$ cat config.mk
export PLATFORM = sky130hd
export DESIGN_NAME = fpho_arith
export DESIGN_NICKNAME = d
export VERILOG_FILES = /design/src/fpho_pkg.sv /design/src/fpho_arith.sv
export SDC_FILE = /design/constraint.sdc
export NUM_CORES = 2
export LEC_CHECK = 0
export BUFFER_PORTS_ARGS = -buffer_cell sky130_fd_sc_hd__buf_4
export CAP_MARGIN = 15
export CORE_ASPECT_RATIO = 2
export CORE_MARGIN = 3
export CORE_UTILIZATION = 50
export CTS_CLUSTER_SIZE = 12
export DETAILED_ROUTE_END_ITERATION = 7
export GPL_ROUTABILITY_DRIVEN = 0
export PLACE_DENSITY = 0.67
export SLEW_MARGIN = 20
export SYNTH_ARGS = -nofsm -noshare
export SYNTH_HDL_FRONTEND = slang
export SYNTH_SLANG_ARGS = --single-unit
$ cat constraint.sdc
create_clock -name clock -period 20.1 [get_ports clock]
set_clock_uncertainty 0.1 [all_clocks]
set_input_delay 1.005 -clock clock [delete_from_list [all_inputs] [get_ports clock]]
set_output_delay 1.005 -clock clock [all_outputs]
set_load 0.01 [all_outputs]
$ cat src/fpho_pkg.sv
`timescale 1ns / 1ps
// Shared types, register codes and constants for the five-point heat operator.
// Depends on nothing; every other file refers to it by scoped names.
package fpho_pkg;

   localparam int COL_W  = 10;
   localparam int ROW_W  = 16;
   localparam int LAP_W  = 35;
   localparam int WIDE_W = 53;

   localparam int RIGHT_TAP    = 0;
   localparam int CENTRE_TAP   = 1;
   localparam int LEFT_TAP     = 2;
   localparam int WINDOW_CELLS = LEFT_TAP;

   localparam logic [1:0] REG_GRID_WIDTH  = 2'd0;
   localparam logic [1:0] REG_GRID_HEIGHT = 2'd1;
   localparam logic [1:0] REG_STEP_COEF   = 2'd2;
   localparam logic [1:0] REG_OP_SELECT   = 2'd3;

   localparam logic [COL_W-1:0] WIDTH_LIMIT  = 10'd1022;
   localparam logic [ROW_W-1:0] HEIGHT_LIMIT = 16'd65534;
   localparam logic [COL_W-1:0] AHEAD_START  = 10'd2;

   typedef struct packed {
      logic signed [31:0] mid;
      logic signed [31:0] up;
   } tap_type;

   typedef struct packed {
      logic [COL_W-1:0] width;
      logic [ROW_W-1:0] height;
   } geom_type;

   typedef struct packed {
      logic [COL_W-1:0] col;
      logic [ROW_W-1:0] row;
      logic             last;
   } meta_type;

   typedef struct packed {
      logic signed [31:0] centre;
      logic signed [31:0] left;
      logic signed [31:0] right;
      logic signed [31:0] up;
      logic signed [31:0] below;
      meta_type           meta;
   } opnd_type;

   function automatic logic signed [31:0] saturate(input logic signed [WIDE_W-1:0] v);
      logic signed [31:0] r;
      if ((v[WIDE_W-1:31] == '0) || (v[WIDE_W-1:31] == '1)) begin
         r = v[31:0];
      end else if (v[WIDE_W-1]) begin
         r = 32'sh8000_0000;
      end else begin
         r = 32'sh7FFF_FFFF;
      end
      return r;
   endfunction

endpackage

$ cat src/fpho_arith.sv
`timescale 1ns / 1ps
// Arithmetic pipeline: Laplacian, split coefficient product, update and saturation, or the saturated
// Laplacian alone when op_select is clear. Depends on fpho_pkg; the last stage is the result register.
module fpho_arith (
   input  logic                       clock,
   input  logic                       reset,
   input  logic                       take,
   input  fpho_pkg::opnd_type         opnd,
   input  logic signed [31:0]         coef,
   input  logic                       op_select,
   output logic                       can_take,
   output logic                       rsp_valid,
   input  logic                       rsp_ready,
   output logic signed [31:0]         rsp_value,
   output logic [fpho_pkg::COL_W-1:0] rsp_col,
   output logic [fpho_pkg::ROW_W-1:0] rsp_row,
   output logic                       rsp_last_of_frame
);

   logic v1_ff, v2_ff, v3_ff, v4_ff, vo_ff;
   logic v1_in, v2_in, v3_in, v4_in, vo_in;
   logic adv1, adv2, adv3, adv4, advo;

   fpho_pkg::opnd_type opnd_ff;

   logic signed [fpho_pkg::LAP_W-1:0] lap2_ff, lap2_in, lap3_ff, lap4_ff;
   logic signed [31:0]                cen2_ff, cen3_ff, cen4_ff;
   fpho_pkg::meta_type                meta2_ff, meta3_ff, meta4_ff, meta_out_ff;

   logic signed [18:0] lap_hi;
   logic signed [16:0] lap_lo;
   logic signed [50:0] pk_hi_ff, pk_hi_in;
   logic signed [48:0] pk_lo_ff, pk_lo_in, lo_round;
   logic signed [51:0] prod_ff, prod_in;
   logic signed [fpho_pkg::WIDE_W-1:0] sum;
   logic signed [31:0] value_ff, value_in;

   assign advo     = !vo_ff || rsp_ready;
   assign adv4     = !v4_ff || advo;
   assign adv3     = !v3_ff || adv4;
   assign adv2     = !v2_ff || adv3;
   assign adv1     = !v1_ff || adv2;
   assign can_take = adv1;

   assign v1_in = adv1 ? take  : v1_ff;
   assign v2_in = adv2 ? v1_ff : v2_ff;
   assign v3_in = adv3 ? v2_ff : v3_ff;
   assign v4_in = adv4 ? v3_ff : v4_ff;
   assign vo_in = advo ? v4_ff : vo_ff;

   always_ff @(posedge clock) begin
      if (reset) begin
         v1_ff <= 1'b0;
         v2_ff <= 1'b0;
         v3_ff <= 1'b0;
         v4_ff <= 1'b0;
         vo_ff <= 1'b0;
      end else begin
         v1_ff <= v1_in;
         v2_ff <= v2_in;
         v3_ff <= v3_in;
         v4_ff <= v4_in;
         vo_ff <= vo_in;
      end
   end

   assign lap2_in = {opnd_ff.centre[31], opnd_ff.centre, 2'b00}
                  - {{3{opnd_ff.left[31]}},  opnd_ff.left}
                  - {{3{opnd_ff.right[31]}}, opnd_ff.right}
                  - {{3{opnd_ff.up[31]}},    opnd_ff.up}
                  - {{3{opnd_ff.below[31]}}, opnd_ff.below};

   assign lap_hi   = lap2_ff[fpho_pkg::LAP_W-1:16];
   assign lap_lo   = {1'b0, lap2_ff[15:0]};
   assign pk_hi_in = coef * lap_hi;
   assign pk_lo_in = coef * lap_lo;

   assign lo_round = pk_lo_ff + 49'sd32768;
   assign prod_in  = 52'(pk_hi_ff) + 52'(lo_round >>> 16);

   assign sum      = 53'(cen4_ff) + 53'(prod_ff);
   assign value_in = op_select ? fpho_pkg::saturate(sum)
                               : fpho_pkg::saturate(53'(lap4_ff));

   always_ff @(posedge clock) begin
      if (adv1) begin
         opnd_ff <= opnd;
      end
      if (adv2) begin
         lap2_ff  <= lap2_in;
         cen2_ff  <= opnd_ff.centre;
         meta2_ff <= opnd_ff.meta;
      end
      if (adv3) begin
         pk_hi_ff <= pk_hi_in;
         pk_lo_ff <= pk_lo_in;
         lap3_ff  <= lap2_ff;
         cen3_ff  <= cen2_ff;
         meta3_ff <= meta2_ff;
      end
      if (adv4) begin
         prod_ff  <= prod_in;
         lap4_ff  <= lap3_ff;
         cen4_ff  <= cen3_ff;
         meta4_ff <= meta3_ff;
      end
      if (advo) begin
         value_ff    <= value_in;
         meta_out_ff <= meta4_ff;
      end
   end

   assign rsp_valid         = vo_ff;
   assign rsp_value         = value_ff;
   assign rsp_col           = meta_out_ff.col;
   assign rsp_row           = meta_out_ff.row;
   assign rsp_last_of_frame = meta_out_ff.last;

endmodule
==> metrics.md <==
| Metric | Value |
|---|---|
| Largest net degree at the start of global routing | `83` |
| Total setup buffers inserted after CTS | `0` |
| Ys flop type | `edfxtp_1` |
| Die W | `270 um` |
| Register area share after synthesis | `28.8%` |
| Dpl ws | `between 10000 and 15000 ps` |
| Worst min-delay path category | `flop to flop` |
| Worst-skew pair later-pin latency | `approximately 680 ps` |
| Area after DPL | `around 74000 um2` |
| Vias | `47542` |
| CTS H-Tree Depth | `3` |
| Die Span Y | `~530 um` |
| Final net count | `about 8400` |
| Status | `finished clean` |
| Worst Path Max Fanout | `33` |
| Final worst path period need | `between 8000 and 9000 ps` |
| DRC errors left | `0` |
| Commonest non-fill, non-tap cell in the layout | `inv_1` |
| Synth Net Count | `roughly 8300` |
| Most frequent cells in the layout | `1328 x inv_1, 1176 x fa_1, 817 x nand2_1` |
| Syn avg cell area | `10.8 um2` |
| Crit start category | `flop` |
| RSZ-0062 raised after global routing | `no` |
| Number of synthesized flops with an enable pin | `665` |
| Tcrit/Tclk final | `41.4%` |
| Cells after Synth | `6458` |
| Initial DRC count | `~2800` |
| Routed len/inst | `about 24 um` |
| Die area | `144000 um2` |
| Final hold vios | `0` |
| Congestion Overflow GR | `0` |
| First-pass GRT wire length | `~310000 um` |
| Layout cells sized above 1 | `~7.5%` |
| DR pass1 iterations | `6` |
| Highest Clock Rate | `between 100 and 150 MHz` |
| Antenna viol nets, final | `0` |
| Sink Count | `670` |
| Num ports | `~290` |
| Synth cell types | `90` |
| CTS tree | `done` |
| Initial antenna violation count | `13` |
| Vias in the first global route | `53278` |
| Row cnt | `193` |
| HPWL after detailed placement | `about 160000 um` |
| Clock transition at the registers of the reported paths | `approximately 60 ps` |
| YS warnings | `0` |
| Buffers on Ports | `between 200 and 300` |
| Num CTS Buffers | `67` |
| Cell area after layout | `around 76000 um2` |
| Hold buffer count at cts | `0` |
| Post-route setup slack | `around 12000 ps` |
| Initial Utilization | `50.3%` |
| GRT Util Overall | `about 29%` |
| Slew @ Worst Pin | `1120 ps` |
| Via/cell ratio | `about 5.6` |
| # resized after CTS | `0` |
| Critical path required time | `20380 ps` |
| Routed WL | `~200000 um` |
| CP endpoint kind | `flop` |
| Core ar. | `138000 um2` |
| Synth Cell Area | `between 60000 and 70000 um2` |
| Maxcap violations | `0` |
| Final setup vio count | `0` |
| Fillers | `around 12000` |
| Pins Over Slew Limit | `0` |
| Max_slew headroom | `between 20% and 30%` |
| Setup tns final | `0 ps` |
| Synthesis-stage register bit count | `670` |
| Root buffer cell | `clkbuf_16` |
| Critical path class | `flop to flop` |
| Maximum buffer depth of the clock tree | `3` |
| Worst endpoint data arrival time | `8600 ps` |
| Area growth, synth to finish | `8.48%` |
| Post-synth ARST share | `0%` |
| Fin util | `between 50% and 60%` |
[area by class of cell]
type	count	area [um2]	area share, %
Tap cell	1852	2320	3.07
Multi-Input combinational cell	4207	43600	57.7
Timing Repair Buffer	346	2610	3.46
Sequential cell	670	20100	26.6
Clock buffer	79	1720	2.28
Inverter	1330	5000	6.62
Antenna cell	8	20.0	0.0265
Clock inverter	12	198	0.262
[sequential cells by signal, summed over array words and instances, names as in the netlist, 27 cells and up]
signal     flops
cen2_ff       32
cen3_ff       32
cen4_ff       32
lap2_ff       35
lap3_ff       35
lap4_ff       35
meta2_ff      27
meta3_ff      27
meta4_ff      27
opnd_ff      187
pk_hi_ff      51
pk_lo_ff      34
prod_ff       52
rsp_value     32
[worst paths after layout]
path                            depth (start not counted)  slack [ps]                    from                     end
worst max-delay path                                   23       11790   lap2_ff[29]$_DFFE_PP_  pk_hi_ff[50]$_DFFE_PP_
worst min-delay path                                    0         310  meta3_ff[21]$_DFFE_PP_  meta4_ff[21]$_DFFE_PP_
worst min register to register                          0         310  meta3_ff[21]$_DFFE_PP_  meta4_ff[21]$_DFFE_PP_
worst max register to register                         23       11790   lap2_ff[29]$_DFFE_PP_  pk_hi_ff[50]$_DFFE_PP_
[worst max-delay path, stage by stage (launching register included)]
cell and delay [ps]:
edfxtp_1 340, buf_4 520, nand2_1 170, fa_1 550
inv_1 60, fa_1 570, fa_1 460, fa_1 600
fa_1 460, fa_1 480, ha_1 310, ha_1 360
a21o_1 210, a21oi_1 470, nand2_1 140, nor3b_1 180
a32oi_1 240, o311ai_1 180, a311oi_1 540, o21a_1 230
nor2_1 90, or2_2 320, a221oi_2 270, xnor2_1 100
[synth_stat cells (15+ instances only)]
master | instances | area share, %
nor3_1 | 50 | 0.36
o211ai_1 | 17 | 0.18
nand4_1 | 36 | 0.32
o21ai_0 | 102 | 0.73
nor2_1 | 166 | 0.89
o21a_1 | 27 | 0.29
a21o_1 | 99 | 1.1
o21bai_1 | 33 | 0.36
nand2_1 | 819 | 4.4
edfxtp_1 | 665 | 29
inv_1 | 1330 | 7.2
nand2b_1 | 34 | 0.31
a211oi_1 | 22 | 0.24
clkbuf_1 | 230 | 1.2
xor2_1 | 58 | 0.73
ha_1 | 395 | 7.1
and2_1 | 435 | 3.9
nor2b_1 | 49 | 0.44
fa_1 | 1176 | 34
and3_1 | 32 | 0.29
a21oi_1 | 196 | 1.4
nand3_1 | 55 | 0.40
xnor2_1 | 179 | 2.3
a221oi_2 | 32 | 0.69
a31oi_1 | 15 | 0.13
[metrics by stage]
step,hold slack (ps),cells
after global routing,314,8501
after floorplan,300,6458
final,307,8504
after global placement,301,8404
after CTS,306,8495
after detailed placement,305,8404
[cells by family (layout without fill, tap and decap cells)]
family,after synthesis,in the layout,synth area share (%)
AND/OR/NAND/NOR,1734,1734,11.9
buffers and inverters,1581,1767,8.63
adder cells (fa/ha/maj),1571,1571,40.9
flip-flops,670,670,28.8
AO/OA/AOI/OAI,659,659,6.61
XOR/XNOR,237,237,2.98
multiplexers,6,6,0.0970
other,0,8,0
[layer usage]
metal,vias up,wire (um),GRT usage (%)
met4,6,24000,27.0
met1,24208,60600,26.7
met5,-,42,0
met3,844,10800,3.93
li1,20527,-,-
met2,1957,108000,53.6
Power is not shown: default switching activity piles up to over one toggle a cycle in this logic, so the estimate is an artifact.
